**src/rtl/core/rfx_pkg.sv**
```systemverilog
`default_nettype none

package rfx_pkg;

  // Width of the shared multiply/divide datapath; every product in the sequence fits.
  localparam int MD_W = 56;
  localparam int SR60_W = 22;
  localparam int CNT_W = 40;
  localparam int ROWS_W = 12;
  localparam int PIX_W = 12;
  localparam int CFG_AW = 3;
  localparam int CFG_DW = 16;
  localparam int IMAGE_COLS_DEF = 1809;

  localparam int SEC_PER_MIN = 60;
  // Line edges: 2.5% and 97.5% of a line, compared as m*lpm*2 against sr*3 and sr*117.
  localparam int EDGE_LO_MUL = 3;
  localparam int EDGE_HI_MUL = 117;

  localparam logic [CFG_AW-1:0] REG_SAMPLE_RATE = 3'd0;
  localparam logic [CFG_AW-1:0] REG_LPM         = 3'd1;
  localparam logic [CFG_AW-1:0] REG_START_FREQ  = 3'd2;
  localparam logic [CFG_AW-1:0] REG_START_SEC   = 3'd3;
  localparam logic [CFG_AW-1:0] REG_STOP_FREQ   = 3'd4;
  localparam logic [CFG_AW-1:0] REG_STOP_SEC    = 3'd5;
  localparam logic [CFG_AW-1:0] REG_PHASING_CNT = 3'd6;
  localparam logic [CFG_AW-1:0] REG_PHASE_INV   = 3'd7;

  typedef enum logic [2:0] {
    PH_START   = 3'd0,
    PH_PHASING = 3'd1,
    PH_ENDPH   = 3'd2,
    PH_IMAGE   = 3'd3,
    PH_STOP    = 3'd4,
    PH_IDLE    = 3'd5
  } ph_t;

  typedef enum logic [4:0] {
    ST_IDLE,
    ST_LEN_T,
    ST_LEN_X,
    ST_LEN_Y,
    ST_SR60,
    ST_LINE,
    ST_MOD,
    ST_PH_A,
    ST_PH_B1,
    ST_PH_B2,
    ST_COL_M,
    ST_COL_K,
    ST_COL_DIV,
    ST_ROW_MUL,
    ST_ROW_DIV,
    ST_SQ_MUL,
    ST_SQ_DIV,
    ST_EMIT
  } sq_state_t;

  typedef enum logic {
    MD_MUL = 1'b0,
    MD_DIV = 1'b1
  } md_op_t;

  typedef struct packed {
    logic            start;
    md_op_t          op;
    logic [MD_W-1:0] a;
    logic [MD_W-1:0] b;
  } md_req_t;

  typedef struct packed {
    logic            done;
    logic [MD_W-1:0] q;
    logic [MD_W-1:0] r;
  } md_rsp_t;

endpackage

`default_nettype wire

```
**src/rtl/core/rfx_if.sv**
```systemverilog
`default_nettype none

interface rfx_in_if;
  logic                         valid;
  logic                         ready;
  logic                         action;
  logic [rfx_pkg::ROWS_W-1:0]   image_rows;

  modport source (output valid, action, image_rows, input ready);
  modport sink (input valid, action, image_rows, output ready);
endinterface

interface rfx_out_if;
  logic                         valid;
  logic                         ready;
  logic [2:0]                   phase;
  logic [7:0]                   level;
  logic                         is_pixel;
  logic [rfx_pkg::PIX_W-1:0]    pixel_col;
  logic [rfx_pkg::PIX_W-1:0]    pixel_row;

  modport source (output valid, phase, level, is_pixel, pixel_col, pixel_row, input ready);
  modport sink (input valid, phase, level, is_pixel, pixel_col, pixel_row, output ready);
endinterface

`default_nettype wire

```
**src/rtl/core/radiofax_transmit_sequencer.sv**
```systemverilog
// A start item is taken and gives no result. A tick is shortest in end phasing
// and longest for an image tick after falling through three empty phases; its
// time is set by the shared serial multiply/divide unit.
// Throughput: one item at a time; the next item is taken once the previous
// result is in the output register. Reset (synchronous, active low) returns the
// sequence to idle and the registers to their defaults; there is no clearing pass.
`default_nettype none

module radiofax_transmit_sequencer #(
  parameter int IMAGE_COLS = rfx_pkg::IMAGE_COLS_DEF
) (
  input  wire logic                       clk,
  input  wire logic                       rst_n,
  input  wire logic                       cfg_we,
  input  wire logic [rfx_pkg::CFG_AW-1:0] cfg_addr,
  input  wire logic [rfx_pkg::CFG_DW-1:0] cfg_wdata,
  rfx_in_if.sink                          in_ch,
  rfx_out_if.source                       out_ch
);

  localparam int W = rfx_pkg::MD_W;
  localparam int SW = rfx_pkg::SR60_W;
  localparam int NW = rfx_pkg::CNT_W;
  localparam int PW = rfx_pkg::PIX_W;

  logic [15:0] sr_r;
  logic [8:0]  lpm_r;
  logic [11:0] sf_r;
  logic [7:0]  ss_r;
  logic [11:0] pf_r;
  logic [7:0]  ps_r;
  logic [7:0]  plc_r;
  logic        inv_r;

  rfx_pkg::sq_state_t state_r, state_nxt;
  rfx_pkg::ph_t       phase_r;
  rfx_pkg::ph_t       ph_next;
  logic [NW-1:0]      n_r;
  logic [rfx_pkg::ROWS_W-1:0] rows_r;
  logic               pend_r;

  logic [W-1:0]  t_r;
  logic [W-1:0]  x_r;
  logic [SW-1:0] sr60_r;
  logic [SW-1:0] line_r;
  logic [SW-1:0] m_r;
  logic          edge_r;
  logic          lvl_r;
  logic [PW-1:0] col_r;
  logic [PW-1:0] row_r;

  logic          out_valid_r;
  logic [2:0]    out_phase_r;
  logic [7:0]    out_level_r;
  logic          out_pix_r;
  logic [PW-1:0] out_col_r;
  logic [PW-1:0] out_row_r;

  rfx_pkg::md_req_t md_req;
  rfx_pkg::md_rsp_t md_rsp;

  logic          in_fire;
  logic          out_free;
  logic          is_sq;
  logic          len_end;
  logic          op_state;
  logic [NW:0]   n_inc;

  rfx_muldiv u_md (
    .clk   (clk),
    .rst_n (rst_n),
    .req   (md_req),
    .rsp   (md_rsp)
  );

  assign in_ch.ready = (state_r == rfx_pkg::ST_IDLE);
  assign in_fire     = in_ch.valid && in_ch.ready;
  assign out_free    = !out_valid_r || out_ch.ready;
  assign is_sq       = (phase_r == rfx_pkg::PH_START) || (phase_r == rfx_pkg::PH_STOP);
  assign n_inc       = {1'b0, n_r} + (NW+1)'(1);
  assign ph_next     = rfx_pkg::ph_t'(phase_r + 3'd1);
  // A phase is used up once its length is not above the count; lengths that
  // floor a division are tested as X < (n+1)*d instead.
  assign len_end     = x_r < md_rsp.q;
  assign op_state    = (state_r != rfx_pkg::ST_IDLE) && (state_r != rfx_pkg::ST_EMIT);

  assign out_ch.valid     = out_valid_r;
  assign out_ch.phase     = out_phase_r;
  assign out_ch.level     = out_level_r;
  assign out_ch.is_pixel  = out_pix_r;
  assign out_ch.pixel_col = out_col_r;
  assign out_ch.pixel_row = out_row_r;

  // Operand selection for the arithmetic unit.
  always_comb begin
    md_req.start = op_state && !pend_r;
    md_req.op    = rfx_pkg::MD_MUL;
    md_req.a     = '0;
    md_req.b     = '0;
    case (state_r)
      rfx_pkg::ST_LEN_T: begin
        md_req.a = W'(sr_r);
        case (phase_r)
          rfx_pkg::PH_START:   md_req.b = W'(ss_r);
          rfx_pkg::PH_PHASING: md_req.b = W'(plc_r);
          rfx_pkg::PH_ENDPH:   md_req.b = W'(1);
          rfx_pkg::PH_IMAGE:   md_req.b = W'(rows_r);
          default:             md_req.b = W'(ps_r);
        endcase
      end
      rfx_pkg::ST_LEN_X: begin
        md_req.a = t_r;
        md_req.b = is_sq ? W'(1) : W'(rfx_pkg::SEC_PER_MIN);
      end
      rfx_pkg::ST_LEN_Y: begin
        md_req.a = W'(n_inc);
        md_req.b = is_sq ? W'(1) : W'(lpm_r);
      end
      rfx_pkg::ST_SR60: begin
        md_req.a = W'(sr_r);
        md_req.b = W'(rfx_pkg::SEC_PER_MIN);
      end
      rfx_pkg::ST_LINE: begin
        md_req.op = rfx_pkg::MD_DIV;
        md_req.a  = W'(sr60_r);
        md_req.b  = W'(lpm_r);
      end
      rfx_pkg::ST_MOD: begin
        md_req.op = rfx_pkg::MD_DIV;
        md_req.a  = W'(n_r);
        md_req.b  = W'(line_r);
      end
      rfx_pkg::ST_PH_A: begin
        md_req.a = W'(m_r);
        md_req.b = W'({lpm_r, 1'b0});
      end
      rfx_pkg::ST_PH_B1: begin
        md_req.a = W'(sr_r);
        md_req.b = W'(rfx_pkg::EDGE_LO_MUL);
      end
      rfx_pkg::ST_PH_B2: begin
        md_req.a = W'(sr_r);
        md_req.b = W'(rfx_pkg::EDGE_HI_MUL);
      end
      rfx_pkg::ST_COL_M: begin
        md_req.a = W'(m_r);
        md_req.b = W'(lpm_r);
      end
      rfx_pkg::ST_COL_K: begin
        md_req.a = t_r;
        md_req.b = W'(IMAGE_COLS);
      end
      rfx_pkg::ST_COL_DIV, rfx_pkg::ST_ROW_DIV: begin
        md_req.op = rfx_pkg::MD_DIV;
        md_req.a  = t_r;
        md_req.b  = W'(sr60_r);
      end
      rfx_pkg::ST_ROW_MUL: begin
        md_req.a = W'(n_r);
        md_req.b = W'(lpm_r);
      end
      rfx_pkg::ST_SQ_MUL: begin
        md_req.a = W'(n_r);
        md_req.b = (phase_r == rfx_pkg::PH_START) ? W'({sf_r, 1'b0}) : W'({pf_r, 1'b0});
      end
      rfx_pkg::ST_SQ_DIV: begin
        md_req.op = rfx_pkg::MD_DIV;
        md_req.a  = t_r;
        md_req.b  = W'(sr_r);
      end
      default: begin
        md_req.a = '0;
      end
    endcase
  end

  always_comb begin
    state_nxt = state_r;
    case (state_r)
      rfx_pkg::ST_IDLE: begin
        if (in_fire && !in_ch.action && phase_r != rfx_pkg::PH_IDLE) begin
          state_nxt = rfx_pkg::ST_LEN_T;
        end
      end
      rfx_pkg::ST_LEN_T: if (md_rsp.done) state_nxt = rfx_pkg::ST_LEN_X;
      rfx_pkg::ST_LEN_X: if (md_rsp.done) state_nxt = rfx_pkg::ST_LEN_Y;
      rfx_pkg::ST_LEN_Y: begin
        if (md_rsp.done) begin
          if (len_end) begin
            state_nxt = (ph_next == rfx_pkg::PH_IDLE) ? rfx_pkg::ST_IDLE : rfx_pkg::ST_LEN_T;
          end else if (is_sq) begin
            state_nxt = rfx_pkg::ST_SQ_MUL;
          end else if (phase_r == rfx_pkg::PH_ENDPH) begin
            state_nxt = rfx_pkg::ST_EMIT;
          end else begin
            state_nxt = rfx_pkg::ST_SR60;
          end
        end
      end
      rfx_pkg::ST_SR60: if (md_rsp.done) state_nxt = rfx_pkg::ST_LINE;
      rfx_pkg::ST_LINE: begin
        if (md_rsp.done) begin
          if (md_rsp.q != '0) begin
            state_nxt = rfx_pkg::ST_MOD;
          end else if (phase_r == rfx_pkg::PH_PHASING) begin
            state_nxt = rfx_pkg::ST_EMIT;
          end else begin
            state_nxt = rfx_pkg::ST_ROW_MUL;
          end
        end
      end
      rfx_pkg::ST_MOD: begin
        if (md_rsp.done) begin
          state_nxt = (phase_r == rfx_pkg::PH_PHASING) ? rfx_pkg::ST_PH_A : rfx_pkg::ST_COL_M;
        end
      end
      rfx_pkg::ST_PH_A:    if (md_rsp.done) state_nxt = rfx_pkg::ST_PH_B1;
      rfx_pkg::ST_PH_B1:   if (md_rsp.done) state_nxt = rfx_pkg::ST_PH_B2;
      rfx_pkg::ST_PH_B2:   if (md_rsp.done) state_nxt = rfx_pkg::ST_EMIT;
      rfx_pkg::ST_COL_M:   if (md_rsp.done) state_nxt = rfx_pkg::ST_COL_K;
      rfx_pkg::ST_COL_K:   if (md_rsp.done) state_nxt = rfx_pkg::ST_COL_DIV;
      rfx_pkg::ST_COL_DIV: if (md_rsp.done) state_nxt = rfx_pkg::ST_ROW_MUL;
      rfx_pkg::ST_ROW_MUL: if (md_rsp.done) state_nxt = rfx_pkg::ST_ROW_DIV;
      rfx_pkg::ST_ROW_DIV: if (md_rsp.done) state_nxt = rfx_pkg::ST_EMIT;
      rfx_pkg::ST_SQ_MUL:  if (md_rsp.done) state_nxt = rfx_pkg::ST_SQ_DIV;
      rfx_pkg::ST_SQ_DIV:  if (md_rsp.done) state_nxt = rfx_pkg::ST_EMIT;
      rfx_pkg::ST_EMIT:    if (out_free) state_nxt = rfx_pkg::ST_IDLE;
      default:             state_nxt = rfx_pkg::ST_IDLE;
    endcase
  end

  always_ff @(posedge clk) begin
    if (!rst_n) begin
      state_r <= rfx_pkg::ST_IDLE;
    end else begin
      state_r <= state_nxt;
    end
  end

  // Configuration registers and sequence control.
  always_ff @(posedge clk) begin
    if (!rst_n) begin
      sr_r        <= 16'd8000;
      lpm_r       <= 9'd120;
      sf_r        <= 12'd300;
      ss_r        <= 8'd5;
      pf_r        <= 12'd450;
      ps_r        <= 8'd5;
      plc_r       <= 8'd20;
      inv_r       <= 1'b0;
      phase_r     <= rfx_pkg::PH_IDLE;
      n_r         <= '0;
      rows_r      <= '0;
      pend_r      <= 1'b0;
      out_valid_r <= 1'b0;
    end else begin
      if (cfg_we) begin
        case (cfg_addr)
          rfx_pkg::REG_SAMPLE_RATE: sr_r  <= (cfg_wdata == '0) ? 16'd1 : cfg_wdata;
          rfx_pkg::REG_LPM:         lpm_r <= (cfg_wdata[8:0] == '0) ? 9'd1 : cfg_wdata[8:0];
          rfx_pkg::REG_START_FREQ:  sf_r  <= cfg_wdata[11:0];
          rfx_pkg::REG_START_SEC:   ss_r  <= cfg_wdata[7:0];
          rfx_pkg::REG_STOP_FREQ:   pf_r  <= cfg_wdata[11:0];
          rfx_pkg::REG_STOP_SEC:    ps_r  <= cfg_wdata[7:0];
          rfx_pkg::REG_PHASING_CNT: plc_r <= cfg_wdata[7:0];
          rfx_pkg::REG_PHASE_INV:   inv_r <= cfg_wdata[0];
          default:                  inv_r <= inv_r;
        endcase
      end

      if (md_req.start) begin
        pend_r <= 1'b1;
      end else if (md_rsp.done) begin
        pend_r <= 1'b0;
      end

      if (in_fire && in_ch.action) begin
        phase_r <= rfx_pkg::PH_START;
        n_r     <= '0;
        rows_r  <= in_ch.image_rows;
      end else if (state_r == rfx_pkg::ST_LEN_Y && md_rsp.done && len_end) begin
        phase_r <= ph_next;
        n_r     <= '0;
      end else if (state_r == rfx_pkg::ST_EMIT && out_free) begin
        n_r <= n_inc[NW-1:0];
      end

      if (state_r == rfx_pkg::ST_EMIT && out_free) begin
        out_valid_r <= 1'b1;
      end else if (out_ch.ready) begin
        out_valid_r <= 1'b0;
      end
    end
  end

  // Working values and the output payload.
  always_ff @(posedge clk) begin
    if (md_rsp.done) begin
      case (state_r)
        rfx_pkg::ST_LEN_T: t_r <= md_rsp.q;
        rfx_pkg::ST_LEN_X: x_r <= md_rsp.q;
        rfx_pkg::ST_LEN_Y: lvl_r <= ~inv_r;
        rfx_pkg::ST_SR60:  sr60_r <= md_rsp.q[SW-1:0];
        rfx_pkg::ST_LINE: begin
          line_r <= md_rsp.q[SW-1:0];
          // With no line length a phasing sample counts as mid-line.
          lvl_r  <= inv_r;
          col_r  <= '0;
        end
        rfx_pkg::ST_MOD:     m_r <= md_rsp.r[SW-1:0];
        rfx_pkg::ST_PH_A:    t_r <= md_rsp.q;
        rfx_pkg::ST_PH_B1:   edge_r <= t_r < md_rsp.q;
        rfx_pkg::ST_PH_B2:   lvl_r <= (edge_r || (t_r >= md_rsp.q)) ^ inv_r;
        rfx_pkg::ST_COL_M:   t_r <= md_rsp.q;
        rfx_pkg::ST_COL_K:   t_r <= md_rsp.q;
        rfx_pkg::ST_COL_DIV: col_r <= md_rsp.q[PW-1:0];
        rfx_pkg::ST_ROW_MUL: t_r <= md_rsp.q;
        rfx_pkg::ST_ROW_DIV: row_r <= md_rsp.q[PW-1:0];
        rfx_pkg::ST_SQ_MUL:  t_r <= md_rsp.q;
        rfx_pkg::ST_SQ_DIV:  lvl_r <= md_rsp.q[0];
        default:             t_r <= t_r;
      endcase
    end

    if (state_r == rfx_pkg::ST_EMIT && out_free) begin
      out_phase_r <= phase_r;
      if (phase_r == rfx_pkg::PH_IMAGE) begin
        out_level_r <= 8'd0;
        out_pix_r   <= 1'b1;
        out_col_r   <= col_r;
        out_row_r   <= row_r;
      end else begin
        out_level_r <= lvl_r ? 8'hFF : 8'd0;
        out_pix_r   <= 1'b0;
        out_col_r   <= '0;
        out_row_r   <= '0;
      end
    end
  end

`ifndef SYNTHESIS
  a_done_pending: assert property (@(posedge clk) disable iff (!rst_n)
    md_rsp.done |-> pend_r)
    else $error("arithmetic unit finished with no operation pending");

  a_accept_quiet: assert property (@(posedge clk) disable iff (!rst_n)
    (in_ch.valid && in_ch.ready) |-> !pend_r)
    else $error("item accepted while arithmetic is in flight");

  a_out_phase: assert property (@(posedge clk) disable iff (!rst_n)
    out_valid_r |-> (out_phase_r != 3'(rfx_pkg::PH_IDLE)))
    else $error("result carries the idle phase");

  a_pixel_black: assert property (@(posedge clk) disable iff (!rst_n)
    (out_valid_r && out_pix_r) |-> (out_level_r == 8'd0 &&
                                    out_phase_r == 3'(rfx_pkg::PH_IMAGE)))
    else $error("pixel result outside the image phase or with a level");
`endif

endmodule

`default_nettype wire

```
**src/rtl/core/rfx_muldiv.sv**
```systemverilog
`default_nettype none

// Shared serial arithmetic: shift-add multiply (one multiplier bit per cycle,
// stops when the remaining multiplier bits are zero) and restoring divide
// (one quotient bit per cycle).
module rfx_muldiv (
  input  wire logic             clk,
  input  wire logic             rst_n,
  input  wire rfx_pkg::md_req_t req,
  output rfx_pkg::md_rsp_t      rsp
);

  localparam int W = rfx_pkg::MD_W;
  localparam int CW = $clog2(W + 1);

  logic             busy_r;
  logic             done_r;
  rfx_pkg::md_op_t  op_r;
  logic [W-1:0]     acc_r;
  logic [W-1:0]     a_r;
  logic [W-1:0]     b_r;
  logic [CW-1:0]    cnt_r;

  logic [W:0]       rem_sh;
  logic [W:0]       diff;
  logic             qbit;
  logic [W-1:0]     acc_div_nxt;

  assign rem_sh = {acc_r, a_r[W-1]};
  assign diff = rem_sh - {1'b0, b_r};
  assign qbit = ~diff[W];
  assign acc_div_nxt = qbit ? diff[W-1:0] : rem_sh[W-1:0];

  always_ff @(posedge clk) begin
    if (!rst_n) begin
      busy_r <= 1'b0;
      done_r <= 1'b0;
    end else begin
      done_r <= 1'b0;
      if (!busy_r && req.start) begin
        busy_r <= 1'b1;
      end else if (busy_r) begin
        if ((op_r == rfx_pkg::MD_MUL && b_r == '0) ||
            (op_r == rfx_pkg::MD_DIV && cnt_r == '0)) begin
          busy_r <= 1'b0;
          done_r <= 1'b1;
        end
      end
    end
  end

  always_ff @(posedge clk) begin
    if (!busy_r && req.start) begin
      op_r  <= req.op;
      acc_r <= '0;
      a_r   <= req.a;
      b_r   <= req.b;
      cnt_r <= CW'(W);
    end else if (busy_r) begin
      if (op_r == rfx_pkg::MD_MUL) begin
        if (b_r != '0) begin
          if (b_r[0]) begin
            acc_r <= acc_r + a_r;
          end
          a_r <= a_r << 1;
          b_r <= b_r >> 1;
        end
      end else if (cnt_r != '0) begin
        acc_r <= acc_div_nxt;
        a_r   <= {a_r[W-2:0], qbit};
        cnt_r <= cnt_r - CW'(1);
      end
    end
  end

  always_comb begin
    rsp.done = done_r;
    rsp.q    = (op_r == rfx_pkg::MD_MUL) ? acc_r : a_r;
    rsp.r    = acc_r;
  end

endmodule

`default_nettype wire
```
**src/flat_wrapper.sv**
```systemverilog
// flat-port wrapper written by rule: the top's interface ports become plain ports
module radiofax_transmit_sequencer_flat 
#(
  parameter int IMAGE_COLS = rfx_pkg::IMAGE_COLS_DEF
)
  (clk, rst_n, cfg_we, cfg_addr, cfg_wdata, in_ch_valid, in_ch_action, in_ch_image_rows, in_ch_ready, out_ch_valid, out_ch_phase, out_ch_level, out_ch_is_pixel, out_ch_pixel_col, out_ch_pixel_row, out_ch_ready);
  rfx_in_if in_ch_i ();
  rfx_out_if out_ch_i ();
  input  wire logic clk;
  input  wire logic rst_n;
  input  wire logic cfg_we;
  input  wire logic [rfx_pkg::CFG_AW-1:0] cfg_addr;
  input  wire logic [rfx_pkg::CFG_DW-1:0] cfg_wdata;
  input wire logic [$bits(in_ch_i.valid)-1:0] in_ch_valid;
  input wire logic [$bits(in_ch_i.action)-1:0] in_ch_action;
  input wire logic [$bits(in_ch_i.image_rows)-1:0] in_ch_image_rows;
  output wire logic [$bits(in_ch_i.ready)-1:0] in_ch_ready;
  output wire logic [$bits(out_ch_i.valid)-1:0] out_ch_valid;
  output wire logic [$bits(out_ch_i.phase)-1:0] out_ch_phase;
  output wire logic [$bits(out_ch_i.level)-1:0] out_ch_level;
  output wire logic [$bits(out_ch_i.is_pixel)-1:0] out_ch_is_pixel;
  output wire logic [$bits(out_ch_i.pixel_col)-1:0] out_ch_pixel_col;
  output wire logic [$bits(out_ch_i.pixel_row)-1:0] out_ch_pixel_row;
  input wire logic [$bits(out_ch_i.ready)-1:0] out_ch_ready;
  assign in_ch_i.valid = in_ch_valid;
  assign in_ch_i.action = in_ch_action;
  assign in_ch_i.image_rows = in_ch_image_rows;
  assign in_ch_ready = in_ch_i.ready;
  assign out_ch_valid = out_ch_i.valid;
  assign out_ch_phase = out_ch_i.phase;
  assign out_ch_level = out_ch_i.level;
  assign out_ch_is_pixel = out_ch_i.is_pixel;
  assign out_ch_pixel_col = out_ch_i.pixel_col;
  assign out_ch_pixel_row = out_ch_i.pixel_row;
  assign out_ch_i.ready = out_ch_ready;
  radiofax_transmit_sequencer #(.IMAGE_COLS(IMAGE_COLS)) u_core (.clk(clk), .rst_n(rst_n), .cfg_we(cfg_we), .cfg_addr(cfg_addr), .cfg_wdata(cfg_wdata), .in_ch(in_ch_i), .out_ch(out_ch_i));
endmodule
```
**config.mk**
```make
export PLATFORM = sky130hd
export DESIGN_NAME = radiofax_transmit_sequencer_flat
export DESIGN_NICKNAME = d
export VERILOG_FILES = /design/src/rtl/core/rfx_pkg.sv /design/src/rtl/core/rfx_if.sv /design/src/rtl/core/radiofax_transmit_sequencer.sv /design/src/rtl/core/rfx_muldiv.sv /design/src/flat_wrapper.sv
export SDC_FILE = /design/constraint.sdc
export NUM_CORES = 1
export LEC_CHECK = 0
export BUFFER_PORTS_ARGS = -buffer_cell sky130_fd_sc_hd__buf_4
export CAP_MARGIN = 5
export CORE_MARGIN = 4
export CORE_UTILIZATION = 52
export CTS_CLUSTER_SIZE = 40
export DETAILED_ROUTE_END_ITERATION = 16
export PLACE_DENSITY = 0.77
export SLEW_MARGIN = 20
export SYNTH_ARGS = -nofsm -noshare
export SYNTH_HDL_FRONTEND = slang
export SYNTH_SLANG_ARGS = --single-unit
```
**constraint.sdc**
```tcl
create_clock -name clk -period 14.9 [get_ports clk]
set_input_delay 1.49 -clock clk [delete_from_list [all_inputs] [get_ports clk]]
set_output_delay 1.49 -clock clk [all_outputs]
set_load 0.05 [all_outputs]
```
==> results of run 1 <==
[area by class of cell]
class | count | area share
Timing Repair Buffer | 119 | 0.0271
Sequential cell | 512 | 0.406
Clock inverter | 22 | 0.00715
Antenna cell | 1 | 0.0000760
Clock buffer | 80 | 0.0481
Multi-Input combinational cell | 2412 | 0.469
Tap cell | 756 | 0.0287
Inverter | 118 | 0.0135
[critical path, stage by stage (launching register included)]
cell       delay, ps
edfxtp_1         350
buf_4            600
mux2i_1          450
ha_1             320
a2111oi_0        440
o21ai_0          160
a221oi_1         380
o211ai_1         160
o31ai_1          390
a21oi_1          120
o211ai_1         770
and3_1           380
or3_1            140
buf_4            440
nor2_1           120
[cells by family after synthesis]
| logic type | after synthesis |
|---|---|
| compound gates | 827 |
| xor+xnor | 155 |
| fa+ha+maj | 199 |
| buf+inv | 303 |
| flops | 512 |
| mux | 73 |
| simple gates | 1158 |
[worst max-delay path by stage]
| stage | slack (ps) | to | startpoint |
|---|---|---|---|
| 2_1_floorplan | 10150 | u_core.n_r[0]$_SDFFE_PP0P_ | u_core.u_md.op_r$_DFFE_PP_ |
| 3_3_place_gp | 9880 | u_core.n_r[19]$_SDFFE_PP0P_ | u_core.u_md.op_r$_DFFE_PP_ |
| 3_5_place_dp | 9660 | u_core.n_r[18]$_SDFFE_PP0P_ | u_core.u_md.op_r$_DFFE_PP_ |
| 4_1_cts | 9620 | u_core.n_r[16]$_SDFFE_PP0P_ | u_core.u_md.op_r$_DFFE_PP_ |
| 5_1_grt | 9240 | u_core.n_r[16]$_SDFFE_PP0P_ | u_core.u_md.op_r$_DFFE_PP_ |
| 6_report | 9490 | u_core.n_r[16]$_SDFFE_PP0P_ | u_core.u_md.op_r$_DFFE_PP_ |
[report_power, final]
group	internal (mW)	switching, mW	leakage, nW
Sequential	1.89	0.318	4.57
Combinational	1.12	2.01	7.44
Clock	0.791	0.591	0.878
Total	3.79	2.92	12.9
[flip-flops by register name, summed over array words and instances (netlist names), 16 cells and up]
name and count:
u_core.t_r 56, u_core.u_md.a_r 56, u_core.u_md.acc_r 56, u_core.x_r 56, u_core.n_r 40, u_core.line_r 22
u_core.m_r 22, u_core.sr60_r 22, u_core.u_md.b_r 22, u_core.sr_r 16
[routing by layer]
layer / part of all wire / vias up / global-route usage
met2: 0.45 / 1548 / 0.474
met4: 0.057 / 0 / 0.149
met3: 0.10 / 324 / 0.0554
met1: 0.39 / 12300 / 0.393
met5: 0 / - / 0
li1: - / 11900 / -
[per-stage QoR]
step,cell area [µm²],power [mW]
2_1_floorplan,29900,4.28
4_1_cts,32900,6.62
3_3_place_gp,31100,5.18
3_5_place_dp,31100,5.23
6_report,32900,6.71
5_1_grt,32900,7.07
[layout by cell type (no fill, tap or decap), types with 11 or more instances in the layout]
cell / instances
a221o_1: 11
xnor2_1: 85
xor2_1: 69
clkbuf_8: 11
inv_1: 115
a21o_1: 73
o221ai_1: 16
and4_1: 13
mux2i_1: 70
nand2b_1: 22
edfxtp_1: 312
o31ai_1: 11
o21bai_1: 13
nor4_1: 34
buf_4: 119
or3_1: 20
a31oi_1: 47
ha_1: 197
clkbuf_1: 13
nor2_1: 229
a41oi_1: 11
nand2_1: 448
a211oi_1: 24
and3_1: 29
nand3_1: 114
a221oi_1: 34
clkbuf_16: 55
a21oi_1: 262
a222oi_1: 26
dfxtp_1: 200
nand4_1: 63
nor2b_1: 29
o211ai_1: 21
o21ai_0: 163
and2_1: 43
a22o_1: 11
o21a_1: 14
a22oi_1: 28
nor3_1: 65
==> run metrics, run 1 <==
post-DP HPWL 66300 µm; CTS tree done; area of the core 56700 µm²; YS warnings 0; r2r endpoint u_core.n_r[16]$_SDFFE_PP0P_; Critical Path End Type register; Netlist Area Pre-Place 29900 µm²; Distinct cells, synth 78; Die ar. 61400 µm²; Worst-Skew Late Latency 640 ps; H-tree depth 2; Worst Reg2Reg Path Length in Cells 14; drt via density 6.49; DR WL/cell 23.4 µm; first-pass GRT wire length 143000 µm; Syn Inst Count 3227; status finished, final reports clean; total track usage 0.298; # setup viols final 0; Port Buffers 74; cell row count 87; minimum clock period 5410 ps; multiplexer area fraction after synthesis 0.0246; clock root buffer clkbuf_16; hold path start u_core.rows_r[0]$_SDFFE_PN0P_; CTS clk-pin slew, worst paths 60 ps; slew margin rel. 0.228; die height 248 µm; fin worst setup slack 9490 ps; Cell Pwr Density 204 nW/µm²; DRC viols 0; pre-CTS setup slack 9660 ps; multi-input logic area 15400 µm²; # resized after CTS 0; cts hold-fix bufs 0; Final period util 0.363; Syn-to-layout area delta 10.0%; fin util 0.580; Yosys top cell area share 0.313; Top FF cell, synth edfxtp_1; Max VDD drop 0.152 mV; CP startpoint kind register; R2R Path Start u_core.u_md.op_r$_DFFE_PP_; arrival time at the worst endpoint 5890 ps; Max Freq 185 MHz; Clock Tree Buf Depth 3; final std cells w/o fill 4020; post-synthesis xor/xnor area fraction 0.0456; final RePlAce weighted congestion 0.978; setup bufs post-CTS 0; antenna-violating nets left 0; vias in the first global route 24500; Synth Area in Simple Gates 0.181; syn_nets 3463; Vias 26100; Clock Skews 39.5 ps; Initial DRC Count 3074; Sink Count 512; Nets 3453; Synth area leader edfxtp_1; worst path required time 15370 ps; register area share after synthesis 0.447; Hold Crit Class reg2reg; most common cell in the synthesized netlist nand2_1; setup TNS 0 ps; Min Hold Slack 452 ps; Tightest Pin Transition 1150 ps; final slew viol count 0; Hold Path Sink u_core.rows_r[0]$_SDFFE_PN0P_; placed cells 3917; GRT overflow 0; unrepaired setup endpoints after global routing no; Async SR Flop Fraction 0; Starting Density 0.527; Syn Area/Cell 9.27 µm²; compound-cell area share of the yosys netlist 0.178; worst-path fanout max 46; Final Hold Viols 0; number of synthesized flops with an enable pin 312; LEAKAGE 12.9 nW; Setup Crit Path Kind reg2reg; Synth Register Bits 512; largest family of logic cells by synthesized area simple AND/OR/NAND/NOR gates; adder-cell share of the synthesized area 0.0837; largest cells by area after synthesis edfxtp_1 31%, dfxtp_1 13%, ha_1 8.2%, nand2_1 5.6%, a21oi_1 4.4%; most common library cells after synthesis 448 x nand2_1, 312 x edfxtp_1, 262 x a21oi_1; I/O pin count 75; fillers 4877; reg2reg setup slack 9490 ps; total CTS buffers 54; Max Cap Violations 0; Post-Route WL 93900 µm; layout cell share with drive strength beyond 1 0.0729; DR pass1 iterations 7; Die X 248 µm; initial antenna violation count 1; largest net degree at the start of global routing 70; Reg area 13400 µm²; Hold Path Depth 2
(Power assumes the default switching activity.)
==> run 2: changes to the inputs <==
==> constraint.sdc (replaced) <==
create_clock -name clk -period 5.15 [get_ports clk]
set_input_delay 0.515 -clock clk [delete_from_list [all_inputs] [get_ports clk]]
set_output_delay 0.515 -clock clk [all_outputs]
set_load 0.05 [all_outputs]
==> run 2 against run 1 <==
Against the previous run: die area stayed put; sequential share of layout area is 0.30 points lower; first-iteration DRC count is 17% higher; critical path depth is 3 higher; count of clock-buffer cells in the layout is 13 lower; fmax is 17% higher; register-to-register slack worse by 9000 ps; utilization is 0.43 points higher; power grew to 2.9 times the previous value; hold slack worse by 350 ps; routed wire length is 0.29% lower; clock power grew to 3.0 times the previous value.
==> run metrics, run 2 (synthesis results as in run 1) <==
DR WL/cell 23.2 µm (-0.73%); Tightest Pin Transition 1260 ps (+103 ps); Combinational Power Share 0.462 (-0.004); Vias 25900 (-0.88%); CP startpoint kind register; setup bufs post-CTS 0 (unchanged); post-DP HPWL 67800 µm (+2.1%); pre-CTS setup slack 577 ps (-9080 ps); cts hold-fix bufs 0 (unchanged); r2r endpoint u_core.n_r[25]$_SDFFE_PP0P_; Max Freq 216 MHz (+17%); R2R Path Start u_core.u_md.op_r$_DFFE_PP_; Nets 3473 (+0.58%); critical-path cell list buf_12, buf_12, mux2i_1, buf_4, ha_1, a2111oi_0, o21ai_0, o21ai_0, a21boi_0, o31ai_1, a21oi_1, o211ai_1, buf_4, and3_1, or3_1, buf_4, nor2_1; antenna-violating nets left 0 (unchanged); first-pass GRT wire length 142000 µm (-0.52%); Clock Skews 53.3 ps (+13.8 ps); total CTS buffers 53 (-1.9%); Worst path most repeated cell buf_4; die height 248 µm (unchanged); Clock Tree Buf Depth 3 (unchanged); Critical Path End Type register; I/O pin count 75 (unchanged); Max VDD drop 0.344 mV (+130%); most frequent cells in the layout 448 x nand2_1, 312 x edfxtp_1, 262 x a21oi_1; Initial DRC Count 3588 (+17%); sw frac 0.429 (-0.00523); total track usage 0.297 (-0.00101); Psw 8.42 mW (+190%); Hold Path Sink u_core.sr_r[12]$_SDFFE_PN1P_; Final period util 0.897 (+0.534); largest net degree at the start of global routing 70 (unchanged); CTS clk-pin slew, worst paths 60 ps (about the same); DR pass1 iterations 7 (unchanged); hold path start cfg_wdata[12]; Syn-to-layout area delta 10.8%; CTS tree done; Antenna diodes 0 (-1); LEAKAGE 13.0 nW (+1.2%); CP max stage cell edfxtp_1; CP peak stage delay 680 ps (-90 ps); Die X 248 µm (unchanged); vias in the first global route 24200 (-1.4%); area of the core 56700 µm² (unchanged); status finished, final reports clean; Final Hold Viols 0 (unchanged); commonest non-fill, non-tap cell in the layout nand2_1; multi-input logic area 15400 µm² (about the same); Port Buffers 74 (unchanged); fin worst setup slack 529 ps (-8960 ps); slew margin rel. 0.162 (-0.0658); Clock power frac 0.211 (+0.005); worst path required time 5620 ps (-9750 ps); GRT overflow 0 (unchanged); Starting Density 0.527 (unchanged); Cell Int Power 11.2 mW (+200%); final RePlAce weighted congestion 0.993 (+1.5%); final slew viol count 0 (unchanged); # resized after CTS 0 (unchanged); setup TNS 0 ps (unchanged); # setup viols final 0 (unchanged); unrepaired setup endpoints after global routing no; layout cell share with drive strength beyond 1 0.0804 (+0.00750); Min Hold Slack 98.2 ps (-354 ps); Hold Crit Class in2reg; Sink Count 512 (unchanged); worst-path fanout max 51 (+11%); Post-Route WL 93700 µm (-0.29%); minimum clock period 4620 ps (-794 ps); Reg area 13400 µm² (unchanged); Die ar. 61400 µm² (unchanged); arrival time at the worst endpoint 5090 ps (-800 ps); fillers 4810 (-1.4%); sequential fraction of design power 0.327 (about the same); Hold Path Depth 3 (+1); H-tree depth 2 (unchanged); Worst-Skew Late Latency 660 ps (+20 ps); Worst Reg2Reg Path Length in Cells 17 (+3); DRC viols 0 (unchanged); reg2reg setup slack 530 ps (-8960 ps); Setup Crit Path Kind reg2reg; Max Cap Violations 0 (unchanged); drt via density 6.41 (-1.3%); initial antenna violation count 1 (unchanged); cell row count 87 (unchanged); clock root buffer clkbuf_16; Cell Pwr Density 592 nW/µm² (+190%); Total Power 19.6 mW (+190%)
==> run 2: cell types whose count changed in the layout (fill, tap and decap cells not counted), sizes merged <==
cell	previous run	this run
buf	119	140
bufinv	3	8
clkbuf	80	67
clkinv	13	22
clkinvlp	4	1
diode	1	0
==> run 2: worst max-delay path by stage <==
stage / startpoint / endpoint / slack, ps / cells past startpoint
after global routing: u_core.u_md.op_r$_DFFE_PP_ / u_core.n_r[25]$_SDFFE_PP0P_ / 260 / 16
after CTS: u_core.u_md.op_r$_DFFE_PP_ / u_core.n_r[25]$_SDFFE_PP0P_ / 560 / 17
final: u_core.u_md.op_r$_DFFE_PP_ / u_core.n_r[25]$_SDFFE_PP0P_ / 530 / 17
after floorplan: u_core.u_md.op_r$_DFFE_PP_ / u_core.n_r[0]$_SDFFE_PP0P_ / 400 / 21
after global placement: u_core.u_md.op_r$_DFFE_PP_ / u_core.n_r[25]$_SDFFE_PP0P_ / 750 / 16
after detailed placement: u_core.u_md.op_r$_DFFE_PP_ / u_core.n_r[25]$_SDFFE_PP0P_ / 580 / 17
==> run 2: power by group through the flow <==
stage / Sequential, mW / Combinational [mW] / Clock [mW]
after floorplan: 5.95 / 6.44 / 0
after global placement: 6.45 / 8.61 / 0
after detailed placement: 6.45 / 8.71 / 0
after CTS: 6.37 / 8.82 / 4.16
after global routing: 6.42 / 9.90 / 4.33
final: 6.42 / 9.06 / 4.13
==> run 2: critical path: cells and delay by family, from the launching register on <==
family | cells | cell delay (ps)
fa+ha+maj | 1 | 240
mux | 1 | 230
flops | 1 | 680
compound gates | 7 | 1400
buf+inv | 5 | 1320
simple gates | 3 | 530
==> run 2: final cells by class <==
class | count | share of cell area
multi-input cells | 2412 | 0.466
clock inverters | 33 | 0.0126
repair buffers | 140 | 0.0328
inverters | 118 | 0.0134
flip-flops and latches | 512 | 0.403
well taps | 756 | 0.0285
clock buffers | 67 | 0.0436
==> run 2: layer usage <==
layer / vias to the layer above / wire length, µm / track usage
met1: 12100 / 36800 / 0.395
li1: 11900 / - / -
met3: 284 / 9510 / 0.0603
met2: 1510 / 42900 / 0.474
met4: 0 / 4420 / 0.128
met5: - / 0 / 0
==> run 2: stage by stage <==
step / util / cells / area [µm²]
floorplan: - / 3227 / 29900
global placement: 0.552 / 3938 / 31300
detailed placement: 0.552 / 3938 / 31300
CTS: 0.584 / 4038 / 33100
global route: 0.585 / 4038 / 33200
finish: 0.585 / 4038 / 33200
